$ cat config.mk
export PLATFORM = sky130hd
export DESIGN_NAME = preemptive_priority_scheduler
export DESIGN_NICKNAME = d
export VERILOG_FILES = /design/src/pps_pkg.sv /design/src/preemptive_priority_scheduler.sv /design/src/pps_ctrl.sv /design/src/pps_dpath.sv
export SDC_FILE = /design/constraint.sdc
export NUM_CORES = 1
export LEC_CHECK = 0
export BUFFER_PORTS_ARGS = -buffer_cell sky130_fd_sc_hd__buf_4
export CAP_MARGIN = 20
export CORE_MARGIN = 8
export CORE_UTILIZATION = 40
export CTS_BUF_LIST = sky130_fd_sc_hd__clkbuf_8
export CTS_CLUSTER_DIAMETER = 200
export DETAILED_ROUTE_END_ITERATION = 10
export PLACE_DENSITY = 0.61
export SETUP_SLACK_MARGIN = 0.2
export SKIP_CTS_REPAIR_TIMING = 1
export SYNTH_ARGS = -nofsm -noshare
export SYNTH_HDL_FRONTEND = slang
export SYNTH_HIERARCHICAL = 1
export SYNTH_SLANG_ARGS = --single-unit
$ cat constraint.sdc
create_clock -name clock -period 5.8 [get_ports clock]
set_clock_uncertainty 0.2 [all_clocks]
set_input_delay 0.87 -clock clock [delete_from_list [all_inputs] [get_ports clock]]
set_output_delay 0.87 -clock clock [all_outputs]
set_load 0.01 [all_outputs]
$ cat src/pps_pkg.sv
// ----------------------------------------------------------------------------
// pps_pkg
// shared types and codes of the preemptive priority scheduler
// ----------------------------------------------------------------------------
package pps_pkg;

   localparam int ID_W   = 16;
   localparam int BURST_W = 16;
   localparam int PRIO_W = 8;
   localparam int TIME_W = 32;

   // kind of request item, carried on req_tuser
   typedef enum logic {
      ACT_SUBMIT = 1'b0,
      ACT_TICK   = 1'b1
   } action_type;

   // kind of result item, carried on rsp_tuser
   typedef enum logic [1:0] {
      RS_ACCEPTED = 2'd0,
      RS_REJECTED = 2'd1,
      RS_SERVED   = 2'd2,
      RS_IDLE     = 2'd3
   } status_type;

   typedef enum logic [1:0] {
      CS_IDLE,
      CS_SEARCH,
      CS_EXEC
   } ctrl_state_type;

   // controller to datapath
   typedef struct packed {
      logic latch;   // capture the request fields
      logic exec;    // apply the request to the queue and load the result
   } dp_cmd_type;

   // datapath to controller
   typedef struct packed {
      logic out_free;   // result register can take a new result this cycle
   } dp_stat_type;

endpackage

$ cat src/preemptive_priority_scheduler.sv
// ----------------------------------------------------------------------------
// preemptive_priority_scheduler
// ready queue of jobs served one slot per tick, lowest priority number first
// ----------------------------------------------------------------------------
// req channel: one transfer per request. req_tuser selects submit (0) or
//   tick (1); req_tdata carries the job fields used by a submit.
// rsp channel: exactly one transfer per request, in request order. rsp_tuser
//   gives the status (accepted, rejected, served, idle), rsp_tdata the served
//   job, its remaining burst, the finished flag and the time after the item.
// sequence: a submit goes from acceptance straight to the exec state; a tick
//   first waits in the search state through the register levels of the
//   minimum tree that compares the queued priorities (3 levels at 8 slots).
//   The exec state loads the result register as soon as it is free.
// request flow: one request at a time; the next can be taken in the cycle
//   after the result of the previous one is loaded.
// reset: queue emptied and time cleared to zero, no result pending.
// stall: the result register holds while rsp_tready is low; a new request
//   is still taken and worked on, and its result waits for the register.
// ----------------------------------------------------------------------------
module preemptive_priority_scheduler
   import pps_pkg::*;
#(
   parameter int SLOTS = 8   // queue depth, 2 to 64
) (
   input  logic        clock,
   input  logic        reset,
   // request channel
   input  logic        req_tvalid,
   output logic        req_tready,
   input  logic [39:0] req_tdata,   // process_id[15:0], burst_length[31:16], priority_req[39:32]
   input  logic        req_tuser,   // action[0]
   // result channel
   output logic        rsp_tvalid,
   input  logic        rsp_tready,
   output logic [71:0] rsp_tdata,   // served_id[15:0], remaining[31:16], finished[32],
                                    // slot_end_time[64:33], zero fill[71:65]
   output logic [1:0]  rsp_tuser    // status[1:0]
);

   localparam int LEVELS = $clog2(SLOTS);

   dp_cmd_type         dp_cmd;
   dp_stat_type        dp_stat;
   status_type         rsp_status;
   logic [ID_W-1:0]    rsp_id;
   logic [BURST_W-1:0] rsp_rem;
   logic               rsp_fin;
   logic [TIME_W-1:0]  rsp_time;

   // sequencer: accepts in idle, waits out the tree levels on a tick
   pps_ctrl #(
      .LEVELS (LEVELS)
   ) u_ctrl (
      .clock      (clock),
      .reset      (reset),
      .req_tvalid (req_tvalid),
      .req_action (req_tuser),
      .req_tready (req_tready),
      .dp_stat    (dp_stat),
      .dp_cmd     (dp_cmd)
   );

   // queue, minimum tree, time counter and result register
   pps_dpath #(
      .SLOTS (SLOTS)
   ) u_dpath (
      .clock      (clock),
      .reset      (reset),
      .dp_cmd     (dp_cmd),
      .dp_stat    (dp_stat),
      .req_action (req_tuser),
      .req_id     (req_tdata[15:0]),
      .req_burst  (req_tdata[31:16]),
      .req_prio   (req_tdata[39:32]),
      .rsp_tready (rsp_tready),
      .rsp_tvalid (rsp_tvalid),
      .rsp_status (rsp_status),
      .rsp_id     (rsp_id),
      .rsp_rem    (rsp_rem),
      .rsp_fin    (rsp_fin),
      .rsp_time   (rsp_time)
   );

   // pack the result fields, lowest field first
   assign rsp_tdata = {7'd0, rsp_time, rsp_fin, rsp_rem, rsp_id};
   assign rsp_tuser = rsp_status;

endmodule

$ cat src/pps_ctrl.sv
// ----------------------------------------------------------------------------
// pps_ctrl
// sequencer: accept, on a tick wait for the minimum search tree, then execute
// ----------------------------------------------------------------------------
module pps_ctrl
   import pps_pkg::*;
#(
   parameter int LEVELS = 3
) (
   input  logic        clock,
   input  logic        reset,
   input  logic        req_tvalid,
   input  logic        req_action,
   output logic        req_tready,
   input  dp_stat_type dp_stat,
   output dp_cmd_type  dp_cmd
);

   localparam int CNT_W = (LEVELS < 2) ? 1 : $clog2(LEVELS);

   ctrl_state_type state_ff, state_in;
   logic [CNT_W-1:0] srch_cnt_ff, srch_cnt_in;
   logic             srch_done;

   assign srch_done = (srch_cnt_ff == CNT_W'(LEVELS - 1));

   // next state
   always_comb begin
      state_in = state_ff;
      unique case (state_ff)
         CS_IDLE: begin
            if (req_tvalid) begin
               state_in = (action_type'(req_action) == ACT_TICK) ? CS_SEARCH : CS_EXEC;
            end
         end
         CS_SEARCH: begin
            if (srch_done) begin
               state_in = CS_EXEC;
            end
         end
         CS_EXEC: begin
            if (dp_stat.out_free) begin
               state_in = CS_IDLE;
            end
         end
         default: state_in = CS_IDLE;
      endcase
   end

   // outputs
   always_comb begin
      req_tready   = 1'b0;
      dp_cmd.latch = 1'b0;
      dp_cmd.exec  = 1'b0;
      srch_cnt_in  = '0;
      unique case (state_ff)
         CS_IDLE: begin
            req_tready   = 1'b1;
            dp_cmd.latch = req_tvalid;
         end
         CS_SEARCH: begin
            srch_cnt_in = srch_cnt_ff + CNT_W'(1);
         end
         CS_EXEC: begin
            dp_cmd.exec = dp_stat.out_free;
         end
         default: begin
            req_tready = 1'b0;
         end
      endcase
   end

   always_ff @(posedge clock) begin
      if (reset) begin
         state_ff    <= CS_IDLE;
         srch_cnt_ff <= '0;
      end else begin
         state_ff    <= state_in;
         srch_cnt_ff <= srch_cnt_in;
      end
   end

endmodule

$ cat src/pps_dpath.sv
// ----------------------------------------------------------------------------
// pps_dpath
// job queue registers, pipelined minimum tree, time counter, result register
// ----------------------------------------------------------------------------
module pps_dpath
   import pps_pkg::*;
#(
   parameter int SLOTS = 8
) (
   input  logic               clock,
   input  logic               reset,
   input  dp_cmd_type         dp_cmd,
   output dp_stat_type        dp_stat,
   input  logic               req_action,
   input  logic [ID_W-1:0]    req_id,
   input  logic [BURST_W-1:0] req_burst,
   input  logic [PRIO_W-1:0]  req_prio,
   input  logic               rsp_tready,
   output logic               rsp_tvalid,
   output status_type         rsp_status,
   output logic [ID_W-1:0]    rsp_id,
   output logic [BURST_W-1:0] rsp_rem,
   output logic               rsp_fin,
   output logic [TIME_W-1:0]  rsp_time
);

   localparam int LEVELS = $clog2(SLOTS);
   localparam int NLEAF  = 2 ** LEVELS;
   localparam int IDX_W  = LEVELS;
   localparam int CNT_W  = $clog2(SLOTS + 1);

   // latched request
   action_type         act_ff;
   logic [ID_W-1:0]    pid_ff;
   logic [BURST_W-1:0] burst_ff;
   logic [PRIO_W-1:0]  prio_ff;

   // queue in arrival order, entry 0 oldest
   logic [ID_W-1:0]    q_id_ff   [SLOTS];
   logic [BURST_W-1:0] q_rem_ff  [SLOTS];
   logic [PRIO_W-1:0]  q_prio_ff [SLOTS];
   logic [ID_W-1:0]    q_id_in   [SLOTS];
   logic [BURST_W-1:0] q_rem_in  [SLOTS];
   logic [PRIO_W-1:0]  q_prio_in [SLOTS];
   logic [CNT_W-1:0]   count_ff, count_in;
   logic [TIME_W-1:0]  time_ff, time_in;

   // tournament tree, node n has children 2n and 2n+1, leaves at NLEAF and up
   logic               node_vld [1:2*NLEAF-1];
   logic [PRIO_W-1:0]  node_pri [1:2*NLEAF-1];
   logic [IDX_W-1:0]   node_idx [1:2*NLEAF-1];
   logic [ID_W-1:0]    node_id  [1:2*NLEAF-1];
   logic [BURST_W-1:0] node_rem [1:2*NLEAF-1];
   logic               tr_vld_ff [1:NLEAF-1];
   logic [PRIO_W-1:0]  tr_pri_ff [1:NLEAF-1];
   logic [IDX_W-1:0]   tr_idx_ff [1:NLEAF-1];
   logic [ID_W-1:0]    tr_id_ff  [1:NLEAF-1];
   logic [BURST_W-1:0] tr_rem_ff [1:NLEAF-1];

   // result register
   logic               rsp_vld_ff;
   status_type         rsp_status_ff;
   logic [ID_W-1:0]    rsp_id_ff;
   logic [BURST_W-1:0] rsp_rem_ff;
   logic               rsp_fin_ff;
   logic [TIME_W-1:0]  rsp_time_ff;

   logic               is_tick, have_job, q_full, fin;
   logic [BURST_W-1:0] new_rem;
   logic [IDX_W-1:0]   best;
   logic [TIME_W-1:0]  time_next;

   assign dp_stat.out_free = !rsp_vld_ff || rsp_tready;

   always_ff @(posedge clock) begin
      if (dp_cmd.latch) begin
         act_ff   <= action_type'(req_action);
         pid_ff   <= req_id;
         burst_ff <= req_burst;
         prio_ff  <= req_prio;
      end
   end

   // leaves
   for (genvar k = 0; k < NLEAF; k++) begin : g_leaf
      if (k < SLOTS) begin : g_real
         assign node_vld[NLEAF+k] = CNT_W'(k) < count_ff;
         assign node_pri[NLEAF+k] = q_prio_ff[k];
         assign node_id[NLEAF+k]  = q_id_ff[k];
         assign node_rem[NLEAF+k] = q_rem_ff[k];
      end else begin : g_pad
         assign node_vld[NLEAF+k] = 1'b0;
         assign node_pri[NLEAF+k] = '0;
         assign node_id[NLEAF+k]  = '0;
         assign node_rem[NLEAF+k] = '0;
      end
      assign node_idx[NLEAF+k] = IDX_W'(k);
   end

   // internal nodes, one register level per tree level; left wins a tie
   for (genvar n = 1; n < NLEAF; n++) begin : g_node
      logic take_r;
      assign take_r = node_vld[2*n+1] &&
                      (!node_vld[2*n] || (node_pri[2*n+1] < node_pri[2*n]));
      always_ff @(posedge clock) begin
         tr_vld_ff[n] <= node_vld[2*n] || node_vld[2*n+1];
         tr_pri_ff[n] <= take_r ? node_pri[2*n+1] : node_pri[2*n];
         tr_idx_ff[n] <= take_r ? node_idx[2*n+1] : node_idx[2*n];
         tr_id_ff[n]  <= take_r ? node_id[2*n+1]  : node_id[2*n];
         tr_rem_ff[n] <= take_r ? node_rem[2*n+1] : node_rem[2*n];
      end
      assign node_vld[n] = tr_vld_ff[n];
      assign node_pri[n] = tr_pri_ff[n];
      assign node_idx[n] = tr_idx_ff[n];
      assign node_id[n]  = tr_id_ff[n];
      assign node_rem[n] = tr_rem_ff[n];
   end

   assign is_tick   = (act_ff == ACT_TICK);
   assign have_job  = node_vld[1];
   assign best      = node_idx[1];
   assign new_rem   = (node_rem[1] == '0) ? '0 : node_rem[1] - BURST_W'(1);
   assign fin       = (new_rem == '0);
   assign q_full    = (count_ff == CNT_W'(SLOTS));
   assign time_next = (time_ff == '1) ? time_ff : time_ff + TIME_W'(1);

   // queue next values
   always_comb begin
      count_in = count_ff;
      time_in  = time_ff;
      for (int k = 0; k < SLOTS; k++) begin
         q_id_in[k]   = q_id_ff[k];
         q_rem_in[k]  = q_rem_ff[k];
         q_prio_in[k] = q_prio_ff[k];
      end
      if (dp_cmd.exec) begin
         if (!is_tick) begin
            if (!q_full) begin
               for (int k = 0; k < SLOTS; k++) begin
                  if (CNT_W'(k) == count_ff) begin
                     q_id_in[k]   = pid_ff;
                     q_rem_in[k]  = burst_ff;
                     q_prio_in[k] = prio_ff;
                  end
               end
               count_in = count_ff + CNT_W'(1);
            end
         end else begin
            time_in = time_next;
            if (have_job) begin
               if (!fin) begin
                  for (int k = 0; k < SLOTS; k++) begin
                     if (IDX_W'(k) == best) begin
                        q_rem_in[k] = new_rem;
                     end
                  end
               end else begin
                  // close the gap, later jobs move up one place
                  for (int k = 0; k < SLOTS - 1; k++) begin
                     if (IDX_W'(k) >= best) begin
                        q_id_in[k]   = q_id_ff[k+1];
                        q_rem_in[k]  = q_rem_ff[k+1];
                        q_prio_in[k] = q_prio_ff[k+1];
                     end
                  end
                  count_in = count_ff - CNT_W'(1);
               end
            end
         end
      end
   end

   always_ff @(posedge clock) begin
      for (int k = 0; k < SLOTS; k++) begin
         q_id_ff[k]   <= q_id_in[k];
         q_rem_ff[k]  <= q_rem_in[k];
         q_prio_ff[k] <= q_prio_in[k];
      end
   end

   always_ff @(posedge clock) begin
      if (reset) begin
         count_ff <= '0;
         time_ff  <= '0;
      end else begin
         count_ff <= count_in;
         time_ff  <= time_in;
      end
   end

   // result register
   always_ff @(posedge clock) begin
      if (reset) begin
         rsp_vld_ff <= 1'b0;
      end else if (dp_cmd.exec) begin
         rsp_vld_ff <= 1'b1;
      end else if (rsp_tready) begin
         rsp_vld_ff <= 1'b0;
      end
   end

   always_ff @(posedge clock) begin
      if (dp_cmd.exec) begin
         rsp_id_ff   <= '0;
         rsp_rem_ff  <= '0;
         rsp_fin_ff  <= 1'b0;
         rsp_time_ff <= time_in;
         if (!is_tick) begin
            rsp_status_ff <= q_full ? RS_REJECTED : RS_ACCEPTED;
         end else if (!have_job) begin
            rsp_status_ff <= RS_IDLE;
         end else begin
            rsp_status_ff <= RS_SERVED;
            rsp_id_ff     <= node_id[1];
            rsp_rem_ff    <= new_rem;
            rsp_fin_ff    <= fin;
         end
      end
   end

   assign rsp_tvalid = rsp_vld_ff;
   assign rsp_status = rsp_status_ff;
   assign rsp_id     = rsp_id_ff;
   assign rsp_rem    = rsp_rem_ff;
   assign rsp_fin    = rsp_fin_ff;
   assign rsp_time   = rsp_time_ff;

endmodule

==> results of run 1 <==
-- where the power goes --
part / total (mW) / switching [mW] / leakage, nW / internal [mW]
logic: 0.552 / 0.338 / 5.91 / 0.214
registers: 5.92 / 0.0708 / 6.67 / 5.85
clock network: 4.78 / 2.16 / 1.51 / 2.62
-- worst register-to-register path, delay by kind of cell, from the launching register on --
family                   cells  cell delay, ns
adder cells (fa/ha/maj)      1            0.19
buffers and inverters        2            0.43
AO/OA/AOI/OAI                2            1.12
XOR/XNOR                     1            0.16
flip-flops                   1            0.35
AND/OR/NAND/NOR              4            1.34
-- routing by layer --
layer / GRT usage, % / share of wire, % / vias to the layer above / wire length, µm
met5: 0 / 0 / - / 0
met4: 6.46 / 2.7 / 0 / 1970
met3: 3.15 / 6.0 / 144 / 4440
met2: 29.3 / 48 / 632 / 35800
met1: 22.0 / 43 / 9240 / 31600
li1: - / - / 8728 / -
-- cell families (layout without fill, tap and decap cells) --
kind of cell | Yosys count | count (layout) | share of synthesized area [%]
DFF | 759 | 759 | 65.3
muxes | 236 | 236 | 8.91
adders and majority gates | 58 | 58 | 2.43
xor gates and xnor gates | 40 | 40 | 1.20
buffers and inverters | 194 | 444 | 2.81
and+or+nand+nor | 698 | 698 | 11.0
other | 1 | 8 | 0.0126
AOI/OAI and AO/OA | 347 | 347 | 8.32
-- sequential cells by signal (all words and copies together), names as in the netlist, 16 cells and up --
name	cells
u_dpath/tr_rem_ff	112
u_dpath/q_rem_ff	128
u_dpath/rsp_id	16
u_dpath/tr_id_ff	112
u_dpath/q_prio_ff	64
u_dpath/tr_pri_ff	48
u_dpath/time_ff	32
u_dpath/q_id_ff	128
u_dpath/rsp_rem	16
u_dpath/rsp_time	32
u_dpath/pid_ff	16
u_dpath/burst_ff	16
-- layout by cell type, fill, tap and decap left out, drive strengths merged, types with 7 or more instances in the layout --
master / count
a211oi: 10
a21o: 139
a21oi: 28
a22oi: 40
and3: 65
buf: 149
bufinv: 7
clkbuf: 146
clkinv: 30
conb: 7
dfxtp: 331
edfxtp: 428
ha: 58
inv: 111
mux2: 236
nand2: 355
nand2b: 15
nand3: 104
nand4: 14
nor2: 53
nor2b: 33
nor3: 12
nor4: 8
o211ai: 41
o21a: 7
o21ai: 40
o2bb2ai: 8
or3: 7
xnor2: 25
xor2: 15
-- stage by stage --
stage	instances	hold slack (ns)	area [µm²]	worst slack (ns)
finish	3559	0.0927	34400	1.69
global route	3559	0.0341	34400	1.51
CTS	3558	0.00340	34400	1.71
detailed placement	3328	0.210	31800	1.72
global placement	3328	0.201	31800	1.81
floorplan	2339	0.191	29900	0.972
-- layout make-up --
type | count | area share, %
flip-flops and latches | 759 | 56.6
multi-input cells | 1386 | 28.2
clock buffers | 146 | 5.84
well taps | 969 | 3.53
repair buffers | 149 | 3.29
clock inverters | 84 | 1.77
inverters | 65 | 0.709
diodes | 1 | 0.00728
-- worst max-delay path by stage --
stage,from,to,slack [ns]
floorplan,rsp_tready,u_dpath/q_id_ff[0][0],0.97
global placement,u_dpath/tr_rem_ff[0][0],u_dpath/q_rem_ff[1][48],1.81
detailed placement,u_dpath/tr_rem_ff[0][0],u_dpath/q_rem_ff[1][48],1.72
CTS,u_dpath/tr_rem_ff[0][0],u_dpath/q_rem_ff[1][63],1.71
global route,u_dpath/tr_rem_ff[0][0],u_dpath/q_rem_ff[1][48],1.51
finish,u_dpath/tr_rem_ff[0][0],u_dpath/q_rem_ff[1][61],1.69
==> run_results.csv, run 1 <==
group,metric,value,unit
synthesis,synth_top_area_cell,"edfxtp_1",
worst_setup_path,worstRegToRegCells,10,
worst_hold_path,min_path_cells,1,
worst_setup_path,r2r_slack,1.69,ns
routing,ant_nets,0,
cells_and_area,multi_input_area,9710,µm²
cells_and_area,regArea,19500,µm²
timing,hold_violations,0,
worst_hold_path,hold_start,"req_tdata[14]",
cells_and_area,layout-drive-gt1-share,23.6,%
cells_and_area,layout.nets,2585,
place,gp_congestion,0.837,
pwr,irDropWorstVdd,0.000207,V
worst_setup_path,path_buf_inv,2,
place,port-buffer-count,113,
floorplan,io_pins,121,
worst_setup_path,cpMaxStageDelayCell,"a311oi_2",
grt,grt_max_degree,108,
worst_setup_path,reg2reg_from,"u_dpath/tr_rem_ff[0][0]",
timing,finalSetupViolCount,0,
floorplan,die-area,83600,µm²
outcome,status,"finished, final reports clean",
place,hpwl,44500,µm
cells_and_area,fin_util,46.4,%
grt,grt_first_pass_wirelength,112000,µm
worst_setup_path,r2r-end,"u_dpath/q_rem_ff[1][61]",
timing,relSlewSlack,20.3,%
synthesis,async_reset_ff_share,0,%
grt,grt_usage,17.3,%
worst_setup_path,end_kind,"flip-flop",
timing,fmax,243,MHz
worst_setup_path,path_cells,"inv_1 -> ha_1 -> or3b_1 -> or4_4 -> nor3_4 -> xnor2_2 -> a311oi_2 -> nand4_1 -> a21oi_1 -> buf_4",
floorplan,fp.dieH,289,µm
cells_and_area,synthToLayoutAreaGrowth,15.3,%
synthesis,yosys-top-cells-area,"edfxtp_1 (43%), dfxtp_1 (22%), mux2_2 (8.9%)",
floorplan,num_rows,100,
pwr,power,11.3,mW
flow_run,cap_viol_max_count,0,
cts,clk_latency,0.75,ns
timing,maxSlewViolCount,0,
routing,vias,18744,
synthesis,synth_cell_type_count,64,
worst_setup_path,critical_path_class,"flip-flop to flip-flop",
worst_setup_path,critPathLaunchType,"flip-flop",
grt,grt_overflow,0,
pwr,p_leak,14.1,nW
timing,rsz0062_at_grt,"no",
routing,wl_per_cell,20.7,µm
synthesis,yosys-top-cells-count,"edfxtp_1 (428), nand2_1 (355), dfxtp_1 (331)",
worst_setup_path,cp.arrival,4.32,ns
cts,clk_path_buf_depth,3,
cts,clk_pin_slew,0.06,ns
worst_hold_path,hold_class,"primary input to flip-flop",
cts,cts_num_sinks,759,
worst_setup_path,cp.required,6.00,ns
cts,cts_htree_levels,3,
floorplan,start_util,40.2,%
routing,routed_via_density,5.27,
synthesis,ys.warnings.count,6,
worst_setup_path,crit_fanout,16,
floorplan,core_area,74200,µm²
synthesis,syn_area_per_cell,12.8,µm²
worst_hold_path,whs_endpoint,"u_dpath/pid_ff[14]",
synthesis,yosysMostFrequentCell,"edfxtp_1",
synthesis,seq_area_frac_synth,65.3,%
synthesis,synth_edf_count,428,
cells_and_area,fillers,6569,
timing,tns,0,ns
synthesis,syn_area,29800,µm²
cts,cts_tree,"done",
synthesis,synthCells,2333,
pwr,cellPowerDensity,327,nW/µm²
cts,cts_buffers,121,
routing,first_iter_violations,1328,
routing,wirelength,73800,µm
timing,worst_slew_pin_slew,1.20,ns
synthesis,synth_top_area_share,43.1,%
grt,grt_antenna_before_repair,1,
worst_setup_path,critPathMaxStageDelay,0.93,ns
cts,cts-root-buf,"clkbuf_8",
worst_setup_path,crit_family,"simple AND/OR/NAND/NOR gates",
worst_setup_path,path_depth,10,
synthesis,ys_seq_elements,759,
routing,post-route-drc-count,0,
grt,grt_pass1_vias,19209,
timing,post-route-period-util,70.9,%
synthesis,ys.flop_type,"edfxtp_1",
floorplan,dieWidth,289,µm
timing,min_period,4.11,ns
routing,firstDrtPassIters,5,
(Power assumes the default switching activity.)
==> run 2, diff against run 1 <==
ABC_AREA = 1   (was not set)
PLACE_DENSITY = 0.63   (was 0.61)
clock period = 3.7 ns   (was 5.8 ns; I/O delays follow)
==> run_results.csv, run 2 <==
group,metric,value,unit
outcome,status,"finished, final reports clean",
place,port-buffer-count,113,
synthesis,ys.warnings.count,6,
worst_setup_path,crit_fanout,24,
routing,ant_nets,0,
place,gp_congestion,0.866,
timing,worst_slew_pin_slew,0.929,ns
grt,grt_antenna_before_repair,1,
routing,wirelength,72400,µm
cts,cts-root-buf,"clkbuf_8",
grt,grt_overflow,0,
synthesis,synth_cell_type_count,43,
routing,first_iter_violations,1470,
timing,finalWorstSetupSlack,0.427,ns
cts,cts_buffers,119,
synthesis,async_reset_ff_share,0,%
synthesis,seq_area_frac_synth,65.5,%
timing,hold_violations,0,
synthesis,syn_area_per_cell,9.83,µm²
routing,wl_per_cell,16.8,µm
synthesis,syn_area,29700,µm²
synthesis,synth_edf_count,428,
timing,whs,0.0364,ns
cells_and_area,multi_input_area,8430,µm²
timing,rsz0062_at_grt,"no",
cells_and_area,layout_common_cells,"nand2_1 (834), inv_1 (433), edfxtp_1 (428)",
timing,fmax,306,MHz
cts,cts_num_sinks,759,
grt,grt_usage,17.2,%
worst_hold_path,min_path_cells,5,
place,pre_cts_ws,0.371,ns
synthesis,yosys-top-cells-area,"edfxtp_1 (43%), dfxtp_1 (22%), nand2_1 (11%)",
worst_setup_path,cp.arrival,3.48,ns
grt,grt_pass1_vias,20106,
cells_and_area,stdcell_area,34900,µm²
synthesis,synth_top_area_share,43.2,%
pwr,power,19.2,mW
worst_setup_path,reg2reg_from,"u_dpath/tr_rem_ff[0][0]",
cells_and_area,top_regs,"u_dpath/q_id_ff (128), u_dpath/q_rem_ff (128)",
cells_and_area,layout_commonest_cell,"nand2_1",
worst_hold_path,hold_start,"req_tvalid",
synthesis,synth_top_area_cell,"edfxtp_1",
worst_hold_path,hold_class,"primary input to flip-flop",
timing,maxSlewViolCount,0,
cells_and_area,regArea,19500,µm²
grt,grt_first_pass_wirelength,112000,µm
worst_setup_path,cp.required,3.91,ns
timing,min_period,3.27,ns
worst_hold_path,whs_endpoint,"u_ctrl/state_ff[0]",
pwr,cellPowerDensity,550,nW/µm²
floorplan,io_pins,121,
floorplan,core_area,73900,µm²
cts,clk_path_buf_depth,3,
cts,cts_htree_levels,3,
synthesis,ys.flop_type,"edfxtp_1",
timing,finalSetupViolCount,0,
worst_setup_path,end_kind,"flip-flop",
worst_setup_path,r2r_slack,0.43,ns
cells_and_area,layout.nets,3335,
floorplan,start_util,40.2,%
synthesis,yosys-top-cells-count,"nand2_1 (844), edfxtp_1 (428), inv_1 (416)",
floorplan,die-area,83300,µm²
cts,clk_latency,0.72,ns
routing,firstDrtPassIters,5,
grt,grt_max_degree,114,
timing,post-route-period-util,88.5,%
cts,cts_tree,"done",
synthesis,yosysMostFrequentCell,"nand2_1",
cells_and_area,layout-drive-gt1-share,12.5,%
pwr,p_leak,15.4,nW
cts,clk_pin_slew,0.06,ns
floorplan,dieWidth,289,µm
synthesis,synthCells,3024,
cells_and_area,fillers,6856,
pwr,irDropWorstVdd,0.000329,V
cells_and_area,synthToLayoutAreaGrowth,17.5,%
worst_setup_path,r2r-end,"u_dpath/q_prio_ff[1][19]",
flow_run,cap_viol_max_count,0,
routing,vias,20522,
worst_setup_path,worstRegToRegCells,13,
routing,routed_via_density,4.76,
place,dpl-instance-area,32000,µm²
floorplan,num_rows,100,
worst_setup_path,critPathLaunchType,"flip-flop",
floorplan,fp.dieH,289,µm
synthesis,ys_seq_elements,759,
worst_setup_path,critical_path_class,"flip-flop to flip-flop",
place,hpwl,47400,µm
timing,relSlewSlack,38.1,%
routing,post-route-drc-count,0,
run 2: cell types whose count changed in the layout (fill, tap and decap cells not counted), moves of 34 or more:
cell	previous run	this run
o211ai_1	41	6
a21o_1	138	1
mux2_2	236	0
dlygate4sd3_1	0	42
inv_1	105	433
nand3_1	104	70
a22oi_1	40	0
o21ai_0	37	399
o21ai_1	2	49
nor2_1	47	107
nand2_1	355	834
and3_1	65	1
run 2: power by group:
part	leakage, nW	internal, mW	total, mW	switching (mW)
clock network	1.38	3.88	7.17	3.29
registers	6.72	9.66	9.92	0.264
logic	7.25	0.656	2.12	1.47
total	15.4	14.2	19.2	5.02
run 2: how the worst max path moves through the flow:
stage | start | to | cells past startpoint
final | u_dpath/tr_rem_ff[0][0] | u_dpath/q_prio_ff[1][19] | 13
after global routing | u_dpath/tr_rem_ff[0][0] | u_dpath/q_prio_ff[1][19] | 13
after CTS | u_dpath/tr_rem_ff[0][0] | u_dpath/q_id_ff[1][46] | 13
after detailed placement | u_dpath/tr_rem_ff[0][0] | u_dpath/q_prio_ff[1][19] | 13
after global placement | u_dpath/tr_rem_ff[0][0] | u_dpath/q_prio_ff[1][17] | 13
after floorplan | rsp_tready | u_dpath/q_id_ff[1][32] | 9
run 2: final cells by class:
class                   instances  share of cell area (%)
well taps                     969                    3.47
clock buffers                 140                    5.52
flip-flops and latches        759                    55.8
clock inverters                87                    1.58
inverters                     418                    4.56
diodes                          1                 0.00716
repair buffers                199                    4.97
multi-input cells            1735                    24.1
run 2: cells by family (layout without fill, tap and decap cells):
logic type | Yosys count | count (layout) | synth area share (%)
simple gates | 1112 | 1112 | 15.0
flops | 759 | 759 | 65.5
compound gates | 539 | 539 | 9.40
buf+inv | 536 | 844 | 7.08
fa+ha+maj | 58 | 58 | 2.44
xor+xnor | 19 | 19 | 0.560
other cells | 1 | 8 | 0.0126
run 2: per-stage QoR:
step           std cells  utilization (%)  setup TNS (ns)
5_1_grt             4308             47.2               0
3_3_place_gp        4038             43.3               0
2_1_floorplan       3030                -         -126.99
6_report            4308             47.2               0
4_1_cts             4265             46.7               0
3_5_place_dp        4038             43.3               0
run 2: routing by layer:
layer	vias up	global-route usage (%)	part of all wire, %
li1	10288	-	-
met1	9611	22.4	44
met2	486	28.7	47
met3	137	3.34	5.3
met4	0	6.09	2.9
met5	-	0	0
run 2: worst max-delay path, cell delays in order, from the launching register on:
cell,delay [ns]
dfxtp_1,0.29
inv_1,0.13
ha_1,0.21
nand2_1,0.12
nor2_1,0.22
nand2_4,0.18
nand3_1,0.18
nand2_1,0.08
nor2_2,0.18
nand3_1,0.27
nand2_4,0.25
nand2_8,0.14
nor3_4,0.23
buf_12,0.24
